<file path="config.mk">
export PLATFORM = sky130hd
export DESIGN_NAME = scx_fifo
export DESIGN_NICKNAME = d
export VERILOG_FILES = /design/src/hdl/scx_pkg.sv /design/src/hdl/scx_fifo.sv
export SDC_FILE = /design/constraint.sdc
export NUM_CORES = 1
export LEC_CHECK = 0
export BUFFER_PORTS_ARGS = -buffer_cell sky130_fd_sc_hd__buf_2
export CAP_MARGIN = 30
export CELL_PAD_IN_SITES_DETAIL_PLACEMENT = 1
export CELL_PAD_IN_SITES_GLOBAL_PLACEMENT = 1
export CORE_MARGIN = 3
export CORE_UTILIZATION = 34
export DETAILED_ROUTE_END_ITERATION = 10
export HOLD_SLACK_MARGIN = 0.06
export PLACE_DENSITY_LB_ADDON = 0.1
export REMOVE_ABC_BUFFERS = 1
export SETUP_SLACK_MARGIN = 0.4
export SYNTH_ARGS = -nofsm -noshare
export SYNTH_HDL_FRONTEND = slang
export SYNTH_SLANG_ARGS = --single-unit
export TNS_END_PERCENT = 30
</file>
<file path="constraint.sdc">
create_clock -name clk -period 6.01 [get_ports clk]
set_clock_uncertainty 0.2 [all_clocks]
set_input_delay 0 -clock clk [delete_from_list [all_inputs] [get_ports clk]]
set_output_delay 0 -clock clk [all_outputs]
set_load 0.1 [all_outputs]
</file>
<file path="src/hdl/scx_pkg.sv">
// Shared types, constants and the Scale3x rule function for the upscaler.
package scx_pkg;

  localparam int MAX_WIDTH    = 256;
  localparam int MAX_HEIGHT   = 256;
  localparam int PALETTE_SIZE = 512;
  localparam int CODE_W       = 9;
  localparam int DIM_W        = 9;
  localparam int POS_W        = 8;
  localparam int COLOR_W      = 32;
  localparam int LINE_AW      = $clog2(MAX_WIDTH);
  localparam int PAL_AW       = $clog2(PALETTE_SIZE);
  localparam int QDEPTH       = 4;
  localparam int QPTR_W       = $clog2(QDEPTH);
  localparam int QCNT_W       = $clog2(QDEPTH + 1);

  localparam logic [DIM_W-1:0] MAX_W_DIM = DIM_W'(MAX_WIDTH);
  localparam logic [DIM_W-1:0] MAX_H_DIM = DIM_W'(MAX_HEIGHT);

  // input kinds (tuser)
  localparam logic KIND_PIXEL   = 1'b0;
  localparam logic KIND_PALETTE = 1'b1;

  // configuration register indexes
  localparam logic REG_WIDTH  = 1'b0;
  localparam logic REG_HEIGHT = 1'b1;

  // window rows and columns
  localparam logic [1:0] ROW_OLDER  = 2'd0;
  localparam logic [1:0] ROW_RECENT = 2'd1;
  localparam logic [1:0] ROW_LIVE   = 2'd2;
  localparam logic [1:0] COL_M2     = 2'd0;
  localparam logic [1:0] COL_M1     = 2'd1;
  localparam logic [1:0] COL_CUR    = 2'd2;

  typedef logic [CODE_W-1:0]  code_t;
  typedef code_t [8:0]        nbr_t;     // A..I, or E0..E8
  typedef code_t [2:0]        row3_t;    // cols c-2, c-1, c
  typedef row3_t [2:0]        grid_t;    // older, recent, live rows

  typedef struct packed {
    logic                 is_pal;
    logic [CODE_W-1:0]    pal_addr;
    logic [COLOR_W-1:0]   pal_word;
    grid_t                grid;
    logic [POS_W-1:0]     col;
    logic [POS_W-1:0]     row;
    logic [3:0]           mask;      // blocks: up-left, up, left, here
    logic                 c_ge1;
    logic                 c_ge2;
    logic                 rclamp;
    logic                 r_is0;
    logic                 r_is1;
  } job_t;

  typedef struct packed {
    logic              full;
    logic              empty;
    logic [QCNT_W-1:0] count;
  } q_stat_t;

  function automatic logic [DIM_W-1:0] clamp_dim(input logic [DIM_W-1:0] v,
                                                 input logic [DIM_W-1:0] maxv);
    logic [DIM_W-1:0] res;
    if (v == '0) res = DIM_W'(1);
    else if (v > maxv) res = maxv;
    else res = v;
    return res;
  endfunction

  function automatic nbr_t scale3x(input nbr_t n);
    nbr_t  x;
    code_t a, b, c, d, e, f, g, h, i;
    a = n[0]; b = n[1]; c = n[2];
    d = n[3]; e = n[4]; f = n[5];
    g = n[6]; h = n[7]; i = n[8];
    if (b != h && d != f) begin
      x[0] = (d == b) ? d : e;
      x[1] = ((d == b && e != c) || (b == f && e != a)) ? b : e;
      x[2] = (b == f) ? f : e;
      x[3] = ((d == b && e != g) || (d == h && e != a)) ? d : e;
      x[4] = e;
      x[5] = ((b == f && e != i) || (h == f && e != c)) ? f : e;
      x[6] = (d == h) ? d : e;
      x[7] = ((d == h && e != i) || (h == f && e != g)) ? h : e;
      x[8] = (h == f) ? f : e;
    end else begin
      x = {9{e}};
    end
    return x;
  endfunction

endpackage

</file>
<file path="src/hdl/scx_fifo.sv">
// Short job queue between the front and back parts.
module scx_fifo
  import scx_pkg::*;
(
  input  logic    clk,
  input  logic    rst_n,
  input  logic    push,
  input  job_t    push_job,
  input  logic    pop,
  output job_t    head,
  output q_stat_t stat
);

  job_t              mem_r [QDEPTH];
  logic [QPTR_W-1:0] wr_ptr_r, wr_ptr_nxt;
  logic [QPTR_W-1:0] rd_ptr_r, rd_ptr_nxt;
  logic [QCNT_W-1:0] count_r, count_nxt;

  always_comb begin
    wr_ptr_nxt = push ? wr_ptr_r + QPTR_W'(1) : wr_ptr_r;
    rd_ptr_nxt = pop  ? rd_ptr_r + QPTR_W'(1) : rd_ptr_r;
    count_nxt  = count_r + QCNT_W'(push) - QCNT_W'(pop);
  end

  always_ff @(posedge clk) begin
    if (!rst_n) begin
      wr_ptr_r <= '0;
      rd_ptr_r <= '0;
      count_r  <= '0;
    end else begin
      wr_ptr_r <= wr_ptr_nxt;
      rd_ptr_r <= rd_ptr_nxt;
      count_r  <= count_nxt;
    end
  end

  always_ff @(posedge clk) begin
    if (push) begin
      mem_r[wr_ptr_r] <= push_job;
    end
  end

  assign head       = mem_r[rd_ptr_r];
  assign stat.full  = (count_r == QCNT_W'(QDEPTH));
  assign stat.empty = (count_r == '0);
  assign stat.count = count_r;

endmodule

</file>
Word level (Yosys, flattened, before mapping):

Memory sizes are Yosys's and may differ from the RTL's. A register that Yosys moved wholly into a read port is not among the register bits.
Cells that the tools add are included.

* register bits: 7
* RAM bits: 592
* input bits: 152
* output and inout bits: 153
* word-level logic and storage cells: 14
* memories: 1

* $add $sub $neg: 4
* eq/ne operators: 1
* muxes and demuxes: 4
* reduce and logical (&&, ||, !) cells: 1

Memory list
* mem_r: words 4, bits a word 148, read ports 1, clocked after memory_dff 1, wr ports 1, RTL line scx_fifo.sv:14 `job_t mem_r [QDEPTH];`

Operators by type and width (count)
* 2-bit by 1-bit adder with 2-bit output (second input constant): 2
* 2-bit 2-to-1 mux: 2
* 3-bit by 1-bit adder with 3-bit output: 1
* 3-bit == test (second input constant): 1
* 3-bit logical NOT: 1
* 3-bit by 1-bit subtractor with 3-bit output: 1
* 1-bit 2-to-1 mux: 2

Logic depth before layout (Yosys ltp):

Gate-level depths: netlist of run 1.

* word-level depth: 3
* gate-level depth with buffers: 7
* mapped depth without buffers: 7

Worst setup path after synthesis of run 1:

No wires, ideal clock.

* path type: register -> register
* start point: register wr_ptr_r[0]
* end point: memory mem_r[0][0] (netlist name), enable pin
* library setup time: 0.525 ns
* data arrival time: 3.928 ns
* required time: 5.285 ns
* setup slack: 1.357 ns
* cell stages (with the launch flop): 4
* path buffers: 0
* clock period less this slack: 4.653 ns
* path through: dfxtp_1 -> inv_1 -> ha_1 -> and2_1

RTL lines
* from (decl): RTL line scx_fifo.sv:15 `logic [QPTR_W-1:0] wr_ptr_r, wr_ptr_nxt;`
* from (signal assigned): RTL line scx_fifo.sv:31 `wr_ptr_r <= wr_ptr_nxt;`
* to (decl): RTL line scx_fifo.sv:14

Straight into the memory's write port.

==> impl_metrics.yaml, run 1 <==
outcome:
  outcome: "complete, no violations"
power_and_ir_drop:
  power_switching_share_pct: 30.17
  ir_worst_vdd_uv: 269.5
  seq_power_share_pct: 45.6
  combPwrFrac_pct: 20.0
  p_sw_uw: 3225
  leakagePower_uw: 0.009957
  power_density_nw_per_um2: 364.7
  clkPwrFrac_pct: 34.4
  p_total_uw: 10690
  internal_power_uw: 7462
hold_path:
  whs_path_depth: 2
  min-delay-start: "push_job[111]"
  min-delay-path-class: "primary input to register"
  min_to: "mem_r[2][111]"
setup_path:
  reg2regPathDepth: 4
  timing.rr.start: "wr_ptr_r[0]"
  arrival_ns: 2.78
  crit_path_end_kind: "output pin"
  crit_required_ns: 5.81
  reg2reg_to: "mem_r[0][88]"
  startpoint_type: "register"
  cp_max_fo: 91
  worstSetupPathType: "register to output pin"
  rrSetupSlack_ns: 3.42
global_route:
  grt_pass1_vias: 12440
  grt.total_usage_pct: 15.02
  grt_max_degree: 105
  antenna_found_initial: 2
  overflow: 0
  grt_pass1_wl_um: 76270
synth:
  ys_seq_elements: 601
  synth-seq-area-share_pct: 81.93
  syn_area_um2: 21920
  yosysMostFrequentCell: "edfxtp_1"
  synth-edff-count: 592
  async_flop_share_pct: 0
  syn_avg_cell_area_um2: 26.86
  ys.flop_type: "edfxtp_1"
  synth.area.top_cells: "edfxtp_1 (81%), mux4_2 (15%), buf_12 (1.0%)"
  synth.distinct_cells: 23
  synth_cells: 816
  yosysTopAreaCell: "edfxtp_1"
  synth_common_cells: "edfxtp_1 (592), mux4_2 (148), buf_2 (13)"
  ys_warn_count: 0
  synth_top_cell_area_share_pct: 81.11
placed_design:
  numPortBuffers: 304
  place.gp.congestion: 0.6716
  hpwlAfterDp_um: 27310
  placed_area_um2: 24290
sta:
  relSlewSlack_pct: 39.87
  slew_violations: 0
  period_share_pct: 49.51
  hold_viol: 0
  setup-tns-final_ns: 0
  max_freq_mhz: 336.0
  setup_viol: 0
  tightest_slew_ns: 0.9020
  rsz0062_at_grt: "no"
  min_period_ns: 2.976
routing:
  drt_iter0_drc: 540
  antenna_left: 0
  wire_per_inst_um: 21.37
  vias: 10850
  firstDrtPassIters: 4
  via_per_inst: 4.614
  drc_errors: 0
  totalWireLength_um: 50260
final_layout:
  fin_area_um2: 29300
  final_layout_size_suffix_gt1_share_pct: 36.44
  synthToLayoutAreaGrowth_pct: 33.70
  fin_nets: 1625
  fin_util_pct: 46.20
clocking:
  clk_latency_ns: 0.58
  cts_buffers: 67
  cts_root_buf: "clkbuf_16"
  cts_max_path_buffers: 3
  ctsHtreeMaxLevel: 3
  clock-sinks: 601
  clk_pin_slew_worst_paths_ns: 0.06
  cts_tree: "done"
  ctsResizeCount: 0
floorplan:
  core_area_um2: 63430
  pin_count: 305
  die_area_um2: 67550
  start_util_pct: 34.56
  rows: 92
  die_h_um: 259.9
  die_w_um: 259.9
run:
  max-cap-violations: 0
## how the worst max path moves through the flow
stage,slack [ns],cells past startpoint,from,endpoint
floorplan,-1.43,1,register,head[0]
global placement,3.25,3,register,head[84]
detailed placement,3.25,3,register,head[119]
CTS,2.59,3,register,head[119]
global route,2.85,4,register,head[121]
finish,3.03,4,register,head[27]
## cell usage in the layout (no fill, tap or decap)
cell type	n
clkbuf_1	14
buf_12	7
diode_2	2
clkbuf_16	70
nand3b_1	1
clkinv_2	6
dlygate4sd3_1	301
edfxtp_1	592
buf_2	304
clkinv_8	3
nor2_1	5
a21bo_2	1
inv_1	7
and2_4	4
and3_1	1
xnor2_1	2
mux4_2	148
ha_1	6
dfxtp_1	7
inv_6	1
nor3_1	1
buf_16	2
clkinv_1	13
dfxtp_4	2
fa_1	1
xor3_1	1
and2_1	2
mux2i_1	1
a21oi_1	1
## through the flow
step | setup WS (ns) | cells | hold WS (ns)
2_1_floorplan | -1.430 | 783 | -0.1011
3_3_place_gp | 3.249 | 1940 | 0.01465
3_5_place_dp | 3.252 | 1940 | 0.01837
4_1_cts | 2.586 | 2348 | 0.06027
5_1_grt | 2.850 | 2351 | 0.1078
6_report | 3.034 | 2352 | 0.07738
## state kept, by name, summed over array words and instances (netlist names), named ones only
register,cells
mem_r,592
rd_ptr_r,2
count_r,3
wr_ptr_r,2
## cell type report
cell class	instances	area (um^2)
diodes	2	5.005
clock buffers	84	1804
clock inverters	23	136.4
fillers	5952	34120
inverters	7	26.28
multi-input cells	175	3580
flip-flops and latches	601	17960
well taps	846	1059
repair buffers	614	4730
## metal layers
metal	vias up	routed length, um	global-route usage, %
li1	4840	-	-
met1	5706	20460	18.53
met2	230	25970	26.11
met3	75	2867	3.632
met4	0	962	4.687
met5	-	0	0
## critical path, stage by stage, from the launching register on
cell,delay (ns)
dfxtp_4,0.48
buf_16,0.29
buf_12,0.53
mux4_2,0.37
buf_2,0.43
## logic make-up after synthesis
family                     synth area share [%]
DFF                                       81.93
muxes                                     15.25
buffers and inverters                     1.781
and+or+nand+nor                          0.3426
adders and majority gates                0.4339
xor gates and xnor gates                 0.1884
AOI/OAI and AO/OA                       0.06848
## power by group through the flow
stage               registers (uW)  logic, uW  clock network, uW
floorplan                     5070       1520                  0
global placement              4980       1970                  0
detailed placement            4990       1980                  0
CTS                           4900       2140               3830
global route                  4890       2230               3990
finish                        4870       2140               3680
## what timing repair did
item | CTS | global route
hold endpoints to repair | 645 | 0
setup buffers | 0 | 0
setup endpoints to repair | 0 | 0
hold buffers | 301 | 0
(Power assumes the default switching activity.)
==> run 2, diff against run 1 <==
==> constraint.sdc (replaced) <==
create_clock -name clk -period 3 [get_ports clk]
set_clock_uncertainty 0.2 [all_clocks]
set_input_delay 0 -clock clk [delete_from_list [all_inputs] [get_ports clk]]
set_output_delay 0 -clock clk [all_outputs]
set_load 0.1 [all_outputs]
==> run 2 against run 1 <==
Against the previous run: flip-flop and latch count stayed put; sequential power increased by 100%; worst hold slack gained 0.038 ns; first-iteration DRC count up 20%; count of clock-buffer cells in the layout fell by 2; combinational power rose by 110%; core utilization grew 0.94 points; die area is the same; setup slack worse by 2.5 ns; critical endpoint is now head[110].
==> impl_metrics.yaml, run 2 (synthesized netlist as in run 1, its figures left out) <==
setup_path:
  reg2regPathDepth: 7
  arrival_ns: 2.28
  cpMostUsedCell: "buf_12"
  cp_max_fo: 18
  rrSetupSlack_ns: 0.59
  startpoint_type: "register"
  path_buf_inv: 3
  timing.rr.start: "count_r[0]"
  crit_required_ns: 2.80
  worstSetupPathType: "register to output pin"
  cp_slowest_stage_delay_ns: 0.52
  cp_slowest_cell: "mux4_2"
  crit_path_end_kind: "output pin"
  cp_top_family: "buffers and inverters"
  reg2reg_to: "count_r[1]"
  worstPathCellList: "buf_12, buf_12, mux4_2, buf_2"
final_layout:
  layout_commonest_cell: "edfxtp_1"
  largest_register_ffs: 592
  fin_nets: 1655
  regMostFlops: "mem_r"
  fin_area_um2: 29900
  final_layout_size_suffix_gt1_share_pct: 37.98
  synthToLayoutAreaGrowth_pct: 36.42
  layout_common_cells: "edfxtp_1 (592), dlygate4sd3_1 (302), buf_2 (285), mux4_2 (148), clkbuf_16 (71)"
  reg.largest.list: "mem_r: 592 flops, count_r: 3 flops"
routing:
  firstDrtPassIters: 4
  wire_per_inst_um: 20.99
  drc_errors: 0
  antenna_left: 0
  via_per_inst: 4.583
  vias: 10960
  drt_iter0_drc: 649
  totalWireLength_um: 50180
run:
  max-cap-violations: 0
hold_path:
  min-delay-start: "pop"
  min-delay-path-class: "primary input to register"
  whs_path_depth: 4
clocking:
  clock-sinks: 601
  cts_root_buf: "clkbuf_16"
  clk_latency_ns: 0.57
  cts_max_path_buffers: 3
  cts_buffers: 67
  clk_pin_slew_worst_paths_ns: 0.06
  ctsHtreeMaxLevel: 3
  cts_tree: "done"
placed_design:
  numPortBuffers: 304
  place.gp.congestion: 0.6990
  hpwlAfterDp_um: 29420
  dp_worst_setup_slack_ns: 0.8772
  placed_area_um2: 24650
sta:
  slew_violations: 0
  max_freq_mhz: 402.9
  period_share_pct: 82.73
  rsz0062_at_grt: "yes"
  fin_ws_ns: 0.5182
  setup_viol: 0
  whs_ns: 0.1156
  relSlewSlack_pct: 59.03
  tightest_slew_ns: 0.6189
  hold_viol: 0
  min_period_ns: 2.482
power_and_ir_drop:
  leakagePower_uw: 0.01026
  ir_worst_vdd_uv: 721.4
  combPwrFrac_pct: 19.8
  seq_power_share_pct: 44.1
  p_total_uw: 22140
  p_sw_uw: 6466
  internal_power_uw: 15670
  power_switching_share_pct: 29.21
  power_density_nw_per_um2: 740.4
  clkPwrFrac_pct: 36.1
global_route:
  grt.total_usage_pct: 14.99
  antenna_found_initial: 2
  overflow: 0
  grt_pass1_vias: 12290
  grt_pass1_wl_um: 76270
  grt_max_degree: 79
floorplan:
  die_area_um2: 67550
  die_h_um: 259.9
  core_area_um2: 63430
  die_w_um: 259.9
  pin_count: 305
  start_util_pct: 34.56
  rows: 92
outcome:
  outcome: "complete, no violations"
[run 2: changes by cell type in the layout (fill, tap and decap cells not counted), sizes merged]
cell / change
buf: +23
bufinv: +7
clkbuf: +4
clkinv: +4
dlygate4sd3: +1
[run 2: what timing repair did]
item / CTS / global route
hold buffers: 302 / 0
gates resized for setup: 12 / 9
endpoints found under the hold margin: 841 / 0
buffers inserted: 2 / 0
pin swaps: 0 / 0
gates cloned: 0 / 0
setup endpoints to repair: 110 / 36
[run 2: routing by layer]
layer	routed length (um)	global-route usage [%]	part of all wire, %	up-vias
li1	-	-	-	4914
met1	21410	19.66	43	5739
met2	25350	25.27	51	230
met3	2299	2.941	4.6	75
met4	1123	4.687	2.2	0
met5	0	0	0	-
[run 2: worst reg2reg max path, delay by kind of cell (launching register included)]
family | cells | cell delay, ns
adder cells (fa/ha/maj) | 3 | 0.93
buffers and inverters | 3 | 0.66
flip-flops | 1 | 0.35
AND/OR/NAND/NOR | 1 | 0.16
[run 2: through the flow]
stage,cells,TNS (ns),util [%]
after global routing,2391,0,47.14
after global placement,1969,0,38.86
after CTS,2389,0,47.10
after detailed placement,1969,0,38.86
after floorplan,783,-1629.85,-
final,2391,0,47.14
[run 2: final cells by class]
cell class	count	area, um^2
Antenna cell	2	5.005
Clock buffer	82	1818
Clock inverter	34	329.1
Fill cell	5895	33530
Inverter	7	26.28
Multi-Input combinational cell	175	3580
Sequential cell	601	17960
Tap cell	846	1059
Timing Repair Buffer	644	5119
[run 2: worst max-delay path by stage]
stage,from,to,slack (ns),cells past startpoint
floorplan,register,head[0],-4.44,1
global placement,register,head[71],0.88,4
detailed placement,register,head[71],0.88,4
CTS,register,head[63],0.39,3
global route,register,head[110],0.38,4
finish,register,head[110],0.52,4
[run 2: power groups by stage]
| stage | Clock [uW] | Sequential (uW) | Combinational [uW] |
|---|---|---|---|
| after global placement | 0 | 9930 | 4080 |
| after detailed placement | 0 | 9940 | 4090 |
| final | 7990 | 9750 | 4390 |
| after floorplan | 0 | 10200 | 3050 |
| after CTS | 8300 | 9760 | 4450 |
| after global routing | 8630 | 9790 | 4570 |
