[config.mk]
export PLATFORM = sky130hd
export DESIGN_NAME = scx_front
export DESIGN_NICKNAME = d
export VERILOG_FILES = /design/src/hdl/scx_pkg.sv /design/src/hdl/scx_front.sv
export SDC_FILE = /design/constraint.sdc
export NUM_CORES = 2
export LEC_CHECK = 0
export BUFFER_PORTS_ARGS = -buffer_cell sky130_fd_sc_hd__buf_2
export CORE_UTILIZATION = 43
export CTS_CLUSTER_SIZE = 28
export DETAILED_ROUTE_END_ITERATION = 8
export PLACE_DENSITY = 0.59
export SLEW_MARGIN = 30
export SYNTH_ARGS = -nofsm -noshare
export SYNTH_HDL_FRONTEND = slang
export SYNTH_MEMORY_MAX_BITS = 65536
export SYNTH_SLANG_ARGS = --single-unit
[constraint.sdc]
create_clock -name clk -period 11.4 [get_ports clk]
set_input_delay 0.57 -clock clk [delete_from_list [all_inputs] [get_ports clk]]
set_output_delay 0.57 -clock clk [all_outputs]
set_load 0.02 [all_outputs]
[src/hdl/scx_pkg.sv]
// Shared types, constants and the Scale3x rule function for the upscaler.
package scx_pkg;

  localparam int MAX_WIDTH    = 256;
  localparam int MAX_HEIGHT   = 256;
  localparam int PALETTE_SIZE = 512;
  localparam int CODE_W       = 9;
  localparam int DIM_W        = 9;
  localparam int POS_W        = 8;
  localparam int COLOR_W      = 32;
  localparam int LINE_AW      = $clog2(MAX_WIDTH);
  localparam int PAL_AW       = $clog2(PALETTE_SIZE);
  localparam int QDEPTH       = 4;
  localparam int QPTR_W       = $clog2(QDEPTH);
  localparam int QCNT_W       = $clog2(QDEPTH + 1);

  localparam logic [DIM_W-1:0] MAX_W_DIM = DIM_W'(MAX_WIDTH);
  localparam logic [DIM_W-1:0] MAX_H_DIM = DIM_W'(MAX_HEIGHT);

  // input kinds (tuser)
  localparam logic KIND_PIXEL   = 1'b0;
  localparam logic KIND_PALETTE = 1'b1;

  // configuration register indexes
  localparam logic REG_WIDTH  = 1'b0;
  localparam logic REG_HEIGHT = 1'b1;

  // window rows and columns
  localparam logic [1:0] ROW_OLDER  = 2'd0;
  localparam logic [1:0] ROW_RECENT = 2'd1;
  localparam logic [1:0] ROW_LIVE   = 2'd2;
  localparam logic [1:0] COL_M2     = 2'd0;
  localparam logic [1:0] COL_M1     = 2'd1;
  localparam logic [1:0] COL_CUR    = 2'd2;

  typedef logic [CODE_W-1:0]  code_t;
  typedef code_t [8:0]        nbr_t;     // A..I, or E0..E8
  typedef code_t [2:0]        row3_t;    // cols c-2, c-1, c
  typedef row3_t [2:0]        grid_t;    // older, recent, live rows

  typedef struct packed {
    logic                 is_pal;
    logic [CODE_W-1:0]    pal_addr;
    logic [COLOR_W-1:0]   pal_word;
    grid_t                grid;
    logic [POS_W-1:0]     col;
    logic [POS_W-1:0]     row;
    logic [3:0]           mask;      // blocks: up-left, up, left, here
    logic                 c_ge1;
    logic                 c_ge2;
    logic                 rclamp;
    logic                 r_is0;
    logic                 r_is1;
  } job_t;

  typedef struct packed {
    logic              full;
    logic              empty;
    logic [QCNT_W-1:0] count;
  } q_stat_t;

  function automatic logic [DIM_W-1:0] clamp_dim(input logic [DIM_W-1:0] v,
                                                 input logic [DIM_W-1:0] maxv);
    logic [DIM_W-1:0] res;
    if (v == '0) res = DIM_W'(1);
    else if (v > maxv) res = maxv;
    else res = v;
    return res;
  endfunction

  function automatic nbr_t scale3x(input nbr_t n);
    nbr_t  x;
    code_t a, b, c, d, e, f, g, h, i;
    a = n[0]; b = n[1]; c = n[2];
    d = n[3]; e = n[4]; f = n[5];
    g = n[6]; h = n[7]; i = n[8];
    if (b != h && d != f) begin
      x[0] = (d == b) ? d : e;
      x[1] = ((d == b && e != c) || (b == f && e != a)) ? b : e;
      x[2] = (b == f) ? f : e;
      x[3] = ((d == b && e != g) || (d == h && e != a)) ? d : e;
      x[4] = e;
      x[5] = ((b == f && e != i) || (h == f && e != c)) ? f : e;
      x[6] = (d == h) ? d : e;
      x[7] = ((d == h && e != i) || (h == f && e != g)) ? h : e;
      x[8] = (h == f) ? f : e;
    end else begin
      x = {9{e}};
    end
    return x;
  endfunction

endpackage

[src/hdl/scx_front.sv]
// Front part: takes requests, tracks position, keeps line store and windows.
module scx_front
  import scx_pkg::*;
(
  input  logic               clk,
  input  logic               rst_n,
  input  logic [DIM_W-1:0]   frame_width,
  input  logic [DIM_W-1:0]   frame_height,
  input  logic               in_valid,
  output logic               in_ready,
  input  logic               in_kind,
  input  logic [CODE_W-1:0]  in_code,
  input  logic [COLOR_W-1:0] in_word,
  output logic               push,
  output job_t               push_job,
  input  q_stat_t            q_stat
);

  // line store word: older row code above recent row code
  logic [2*CODE_W-1:0] line_mem [MAX_WIDTH];

  logic [POS_W-1:0]    col_r, col_nxt;
  logic [POS_W-1:0]    row_r, row_nxt;
  logic [DIM_W-1:0]    w_eff, h_eff;
  logic                row_end, last_row, rclamp;
  logic                accept, pix_acc;

  logic                b_v_r;
  logic                b_pal_r;
  logic [CODE_W-1:0]   b_code_r;
  logic [COLOR_W-1:0]  b_word_r;
  logic [POS_W-1:0]    b_col_r, b_row_r;
  logic                b_row_end_r, b_last_row_r, b_rclamp_r;
  logic [2*CODE_W-1:0] rd_r, fwd_word_r, cur_word, wr_word;
  logic                fwd_hit_r;
  code_t               ow0_r, ow1_r, rw0_r, rw1_r, iw0_r, iw1_r;
  logic [3:0]          mask;
  logic                need_push, b_fire, b_pix_fire;

  always_comb begin
    w_eff    = clamp_dim(frame_width, MAX_W_DIM);
    h_eff    = clamp_dim(frame_height, MAX_H_DIM);
    row_end  = ({1'b0, col_r} + DIM_W'(1)) >= w_eff;
    last_row = ({1'b0, row_r} + DIM_W'(1)) >= h_eff;
    rclamp   = {1'b0, col_r} >= w_eff;
    accept   = in_valid && in_ready;
    pix_acc  = accept && (in_kind == KIND_PIXEL);
    col_nxt  = row_end ? '0 : col_r + POS_W'(1);
    row_nxt  = row_end ? (last_row ? '0 : row_r + POS_W'(1)) : row_r;
  end

  always_comb begin
    cur_word   = fwd_hit_r ? fwd_word_r : rd_r;
    wr_word    = {cur_word[CODE_W-1:0], b_code_r};
    mask[0]    = (b_row_r != '0) && (b_col_r != '0);
    mask[1]    = (b_row_r != '0) && b_row_end_r;
    mask[2]    = b_last_row_r && (b_col_r != '0);
    mask[3]    = b_last_row_r && b_row_end_r;
    need_push  = b_pal_r || (mask != '0);
    b_fire     = b_v_r && (!need_push || !q_stat.full);
    b_pix_fire = b_fire && !b_pal_r;
    push       = b_v_r && need_push && !q_stat.full;
    in_ready   = !b_v_r || b_fire;
  end

  always_comb begin
    push_job.is_pal   = b_pal_r;
    push_job.pal_addr = b_code_r;
    push_job.pal_word = b_word_r;
    push_job.grid[ROW_OLDER]  = {cur_word[2*CODE_W-1:CODE_W], ow1_r, ow0_r};
    push_job.grid[ROW_RECENT] = {cur_word[CODE_W-1:0], rw1_r, rw0_r};
    push_job.grid[ROW_LIVE]   = {b_code_r, iw1_r, iw0_r};
    push_job.col    = b_col_r;
    push_job.row    = b_row_r;
    push_job.mask   = mask;
    push_job.c_ge1  = (b_col_r != '0);
    push_job.c_ge2  = (b_col_r >= POS_W'(2));
    push_job.rclamp = b_rclamp_r;
    push_job.r_is0  = (b_row_r == '0);
    push_job.r_is1  = (b_row_r == POS_W'(1));
  end

  always_ff @(posedge clk) begin
    if (!rst_n) begin
      col_r <= '0;
      row_r <= '0;
      b_v_r <= 1'b0;
      iw0_r <= '0;
      iw1_r <= '0;
    end else begin
      if (pix_acc) begin
        col_r <= col_nxt;
        row_r <= row_nxt;
      end
      if (accept) b_v_r <= 1'b1;
      else if (b_fire) b_v_r <= 1'b0;
      if (b_pix_fire) begin
        iw0_r <= iw1_r;
        iw1_r <= b_code_r;
      end
    end
  end

  always_ff @(posedge clk) begin
    if (accept) begin
      b_pal_r      <= (in_kind == KIND_PALETTE);
      b_code_r     <= in_code;
      b_word_r     <= in_word;
      b_col_r      <= col_r;
      b_row_r      <= row_r;
      b_row_end_r  <= row_end;
      b_last_row_r <= last_row;
      b_rclamp_r   <= rclamp;
      rd_r         <= line_mem[col_r];
      fwd_hit_r    <= b_pix_fire && (b_col_r == col_r);
      fwd_word_r   <= wr_word;
    end
    if (b_pix_fire) begin
      line_mem[b_col_r] <= wr_word;
      ow0_r <= ow1_r;
      ow1_r <= cur_word[2*CODE_W-1:CODE_W];
      rw0_r <= rw1_r;
      rw1_r <= cur_word[CODE_W-1:0];
    end
  end

endmodule

**After elaboration in Yosys (flattened, before gate mapping)**

Memory sizes are Yosys's and may differ from the RTL's. A register that Yosys moved wholly into a read port is not among the register bits.
Index checks and enable logic that the tools add are counted.

- Word-level logic and storage cells: 70
- Bits in latches: 0
- Memory bits (read-only): 0
- Bits in writable memories: 4608
- Memories kept: 1
- Register bits: 151
- Input bits: 68

- Bitwise operators: 1
- Eq/ne operators: 2
- Reduce and logical (&&, ||, !) cells: 26
- Multipliers: 0
- Order comparisons: 6
- Add/subtract/negate cells: 4
- Div/mod/pow operators: 0
- Multiplexer cells: 11
- Shift-type cells: 0

Memories:

| memory | words | bits a word | rd ports | clocked after Yosys merged registers in | write ports | line | RTL |
|---|---|---|---|---|---|---|---|
| line_mem | 256 | 18 | 1 | 1 | 1 | scx_front.sv:20 | `logic [2*CODE_W-1:0] line_mem [MAX_WIDTH];` |

Operators by type and width:

| kind | count |
|---|---|
| two-way mux 9 bit | 4 |
| adder 8 x 1 -> 9 bit (second input constant) | 2 |
| greater-or-equal comparator 9 bit | 2 |
| > comparator 9 bit (second input constant) | 2 |
| zero test 9 bit | 2 |
| two-way mux 18 bit | 1 |
| adder 8 x 1 -> 8 bit (second input constant) | 2 |
| two-way mux 8 bit | 2 |
| nonzero test 8 bit | 2 |
| logical AND 1 bit | 11 |
| greater-or-equal comparator 8 x 9 -> 1 bit | 1 |
| == test 8 x 1 -> 1 bit (second input constant) | 1 |
| == test 8 bit | 1 |
| greater-or-equal comparator 8 x 2 -> 1 bit (second input constant) | 1 |
| zero test 8 bit | 1 |
| zero test 1 bit | 4 |
| two-way mux 1 bit | 4 |
| nonzero test 4 bit | 1 |
| logical OR 1 bit | 3 |
| AND reduction 2 bit | 1 |
| nonzero test 2 bit | 1 |
| inverter 1 bit | 1 |

**Longest topological paths before layout**

- Depth in word-level cells: 11
- Depth in mapped cells: 18
- Mapped depth without buffers: 12

**Worst setup path after synthesis**

OpenSTA, ideal clock, no wires.

- Path kind: register -> register
- Start point: register b_col_r[2]
- End point: register b_code_r[0] (enable)
- Buffers on the path: 1
- Data arrival time: 5.972 ns
- Data required time: 10.833 ns
- Stages on the path, launching flop included: 8
- Clock period less this slack: 6.539 ns
- Setup time: 0.567 ns
- Slack: 4.861 ns
- Cells stage by stage: edfxtp_1 > clkbuf_1 > nor2_1 > nand4b_1 > and2_1 > o21ai_0 > nor2_1 > nor2b_1

- Cells in the longest elaborated chain, start to end: 9
- Elaborated cells on any way between the ends: 10

Ends and longest elaborated chain:

| item | line | RTL |
|---|---|---|
| from (decl) | scx_front.sv:32 | `logic [POS_W-1:0] b_col_r, b_row_r;` |
| from (signal assigned) | scx_front.sv:109 | `b_col_r <= col_r;` |
| nonzero test 8 bit * | scx_front.sv:55, scx_front.sv:57 |  |
| logical AND 1 bit (on tied branches) | scx_front.sv:55, scx_front.sv:57 |  |
| nonzero test 4 bit * | scx_front.sv:59 | `need_push = b_pal_r \|\| (mask != '0);` |
| logical OR 1 bit * | scx_front.sv:59 |  |
| zero test 1 bit * | scx_front.sv:60 | `b_fire = b_v_r && (!need_push \|\| !q_stat.full);` |
| logical OR 1 bit * | scx_front.sv:60 |  |
| logical AND 1 bit * | scx_front.sv:60 |  |
| logical OR 1 bit * | scx_front.sv:63 | `in_ready = !b_v_r \|\| b_fire;` |
| logical AND 1 bit * | scx_front.sv:46 | `accept = in_valid && in_ready;` |
| net accept | scx_front.sv:26 | `logic accept, pix_acc;` |
| to (signal assigned) | scx_front.sv:107 | `b_code_r <= in_code;` |
| to (decl) | scx_front.sv:30 | `logic [CODE_W-1:0] b_code_r;` |

The timed path passes the listed nets; every way through them passes the cells marked *.
A chain may end at the register's enable or synchronous reset.

**Worst setup path after layout**

- Start point: register b_col_r[3]
- End point: memory line_mem[191][5] (netlist bit) (enable)

- Cells in the longest elaborated chain, start to end: 10
- Elaborated cells on any way between the ends: 11

Ends and longest elaborated chain:

| item | line | RTL |
|---|---|---|
| nonzero test 8 bit | scx_front.sv:55, scx_front.sv:57 |  |
| logical AND 1 bit (on tied branches) | scx_front.sv:55, scx_front.sv:57 |  |
| nonzero test 4 bit | scx_front.sv:59 |  |
| logical OR 1 bit | scx_front.sv:59 |  |
| zero test 1 bit | scx_front.sv:60 |  |
| logical OR 1 bit | scx_front.sv:60 |  |
| logical AND 1 bit | scx_front.sv:60 |  |
| logical AND 1 bit | scx_front.sv:61 | `b_pix_fire = b_fire && !b_pal_r;` |
| two-way mux 1 bit | scx_front.sv:118 | `if (b_pix_fire) begin` |
| two-way mux 1 bit (not written as such) | scx_front.sv:119 | `line_mem[b_col_r] <= wr_word;` |
| to (decl) | scx_front.sv:20 |  |

Several ways; a longest one is shown, not always the timed one.

==> out/summary.txt <==
status: finished, final reports clean
Async S/R FF share, synth: 0
post-DP HPWL: 306700 um
layout cells sized above 1: 0.2673
count of cell types in the netlist: 72
Crit Path Class: register to register
Initial Util: 0.4317
min cycle time layout: 5.904 ns
via count: 93260
setup total negative slack: 0 ns
Post-synth top flop: edfxtp_1
Final ANT Viol Nets: 0
Worst path most repeated cell: buf_4
Post-Synth Simple-Gate Area: 0.01985
io pins: 218
detailed-router iteration count before antenna repair: 8
routed length per instance: 33.57 um
nets@finish: 9402
post-synthesis xor/xnor area fraction: 0.0009503
Gates resized, CTS repair: 0
Fill cells: 34280
Slew Limit Fails: 0
drt total wl: 516900 um
final core utilization: 0.4911
Seq pwr share: 0.538
Routability Congestion: 0.8555
CTS clk-pin slew, worst paths: 0.06 ns
Crit path max-delay family: simple AND/OR/NAND/NOR gates
slowest cell on the critical path: nor2_2
worst-path cell chain: nor2_1, buf_4, nand4b_1, and2_1, a211o_1, buf_4, inv_2, buf_4, and3_1, nand3_2, buf_4, nor2_2, buf_4
sequential area share after synthesis: 0.7763
total global-route track usage: 0.2356
commonest non-fill, non-tap cells in the layout: 4742 x edfxtp_1, 948 x mux4_2, 522 x mux2i_1
Die Y: 656.7 um
Rel. slew slack: 0.2102
clock root cell: clkbuf_16
final setup vio count: 0
Num CTS Buffers: 466
Detailed Route Iter0 Violations: 12010
Clock Latency Late Sink: 1.03 ns
vias in the first global route: 92110
R2R setup slack: 5.50 ns
vias per cell: 6.057
DRC Markers: 0
total core area: 427000 um2
Clock Tree Buf Depth: 4
Internal Power: 28.51 mW
Psw: 7.631 mW
mux cell area share after synthesis: 0.1475
WP buf/inv: 6
largest net degree at the start of global routing: 173
CP startpoint kind: register
syn_area_per_cell: 21.31 um2
net count after synthesis: 8748
Yosys reg bits: 4777
critical path endpoint category: register
Tightest Pin Transition: 1.185 ns
Compound-Gate Fraction of Synth Area: 0.03584
total grt overflow: 0
Final Hold Viols: 0
power share of the combinational group: 0.043
standard-cell rows: 240
Hold Crit Class: input port to register
CTS sink cnt: 4777
first-pass GRT wire length: 718600 um
Max IR drop VDD: 0.1393 mV
CTS tree: yes
YS warnings: 0
Die Wd: 656.7 um
initial antenna violation count: 43
Setup Buffers After CTS: 0
post-synthesis adder-cell area fraction: 0.001901
setup slack after layout: 5.496 ns
dpl ws: 5.552 ns
Power Density: 172.3 nW/um2
EDFF count, synth: 4742
clock share of power: 0.418
setup repair after global routing missed its margin: false
Port Buffer Count: 213
fraction of power spent switching nets: 0.2112
post-synthesis cell count: 8652
Final period util: 0.5179
slowest stage delay, CP: 0.70 ns
Max Freq: 0.1694 GHz
Post-Syn Area: 184300 um2
DIE AREA: 431300 um2
worst clock skew: 0.06866 ns
Syn-to-layout area delta: 13.77%
WP data required: 12.08 ns
largest family of logic cells by synthesized area: multiplexers
commonest non-fill, non-tap cell in the layout: edfxtp_1
CTS Hold Bufs: 44
CP arrival: 6.59 ns
Max Cap Viol: 0
crit-path max FO: 58
Leak Pwr: 64.03 nW
H-tree depth: 5
==> sequential cells by signal (all words and copies together), names as in the netlist <==
signal,flops
iw1_r,9
fwd_word_r,18
row_r,8
b_col_r,8
b_v_r,1
iw0_r,9
rw0_r,9
b_row_end_r,1
ow0_r,9
rw1_r,9
b_rclamp_r,1
line_mem,4608
b_last_row_r,1
b_code_r,9
b_word_r,32
ow1_r,9
fwd_hit_r,1
b_row_r,8
rd_r,18
col_r,8
b_pal_r,1
==> layout make-up <==
cell class	instances	area, um2	share of cell area
Clock inverter	312	2816	0.01343
Timing Repair Buffer	698	5157	0.02459
Antenna cell	14	35.03	0.0001670
Multi-Input combinational cell	3334	39260	0.1872
Clock buffer	546	12090	0.05764
Inverter	29	123.9	0.0005906
Sequential cell	4777	143100	0.6824
Tap cell	5687	7116	0.03393
==> power by group through the flow <==
stage                     registers [mW]  logic (mW)  clock network [mW]
after floorplan                     20.0       0.958                   0
after global placement              19.8        1.53                   0
after detailed placement            19.8        1.57                   0
after CTS                           19.5        1.58                15.3
after global routing                19.4        1.67                15.9
final                               19.5        1.57                15.1
==> cell usage after synthesis (14+ instances only) <==
cell type | n | share of area
nor2b_1 | 31 | 0.0011
mux2i_1 | 522 | 0.028
nor2_1 | 342 | 0.0070
inv_1 | 24 | 0.00049
o21ai_0 | 128 | 0.0035
o31ai_1 | 15 | 0.00061
mux4_2 | 948 | 0.12
buf_6 | 94 | 0.0057
and3_1 | 20 | 0.00068
a31oi_1 | 43 | 0.0015
edfxtp_1 | 4742 | 0.77
ha_1 | 28 | 0.0019
a211oi_1 | 36 | 0.0015
nor3_1 | 47 | 0.0013
nand3_1 | 63 | 0.0017
a221o_1 | 30 | 0.0016
buf_1 | 37 | 0.00075
a21oi_1 | 171 | 0.0046
a221oi_1 | 176 | 0.0084
xnor2_1 | 18 | 0.00086
mux2_2 | 46 | 0.0028
a21boi_0 | 27 | 0.0011
o22ai_1 | 37 | 0.0013
a22oi_1 | 179 | 0.0073
nand2_1 | 224 | 0.0046
clkbuf_1 | 199 | 0.0041
nand2b_1 | 19 | 0.00064
dfxtp_1 | 35 | 0.0038
nand4_1 | 16 | 0.00054
buf_2 | 113 | 0.0031
o211ai_1 | 14 | 0.00057
nor4_1 | 26 | 0.00088
buf_4 | 56 | 0.0023
==> metal layers <==
| layer | vias up | track usage | share of wire |
|---|---|---|---|
| li1 | 37720 | - | - |
| met1 | 49960 | 0.3342 | 0.40 |
| met2 | 4812 | 0.3674 | 0.46 |
| met3 | 760 | 0.04912 | 0.098 |
| met4 | 4 | 0.07467 | 0.036 |
| met5 | - | 0 | 0.000054 |
==> stage by stage <==
stage / std cells / hold slack (ns) / power (mW) / area, um2
finish: 15400 / 0.06029 / 36.14 / 209700
global route: 15390 / 0.08253 / 37.05 / 209700
CTS: 15380 / 0.008310 / 36.34 / 209600
detailed placement: 14480 / 0.4327 / 21.40 / 194200
global placement: 14470 / 0.4295 / 21.35 / 193800
floorplan: 8652 / 0.4064 / 20.91 / 184300
==> path summary, 6_finish.rpt <==
| path | start | to | depth (start not counted) |
|---|---|---|---|
| hold reg to reg | ow1_r[2] | ow0_r[2] | 0 |
| hold / removal | q_stat[4] | b_v_r | 4 |
| setup reg to reg | b_col_r[3] | line_mem[191][5] | 13 |
| setup / recovery | b_col_r[3] | line_mem[191][5] | 13 |
==> worst min-delay path: cells and delay by family <==
family	cells	cell delay (ns)
buffers and inverters	2	0.18
AO/OA/AOI/OAI	1	0.17
AND/OR/NAND/NOR	1	0.10
==> cell families after synthesis <==
| logic type | after synthesis |
|---|---|
| flops | 4777 |
| mux | 1520 |
| simple gates | 826 |
| fa+ha+maj | 28 |
| xor+xnor | 20 |
| compound gates | 940 |
| buf+inv | 541 |
Power figures use the tool's default switching activity.
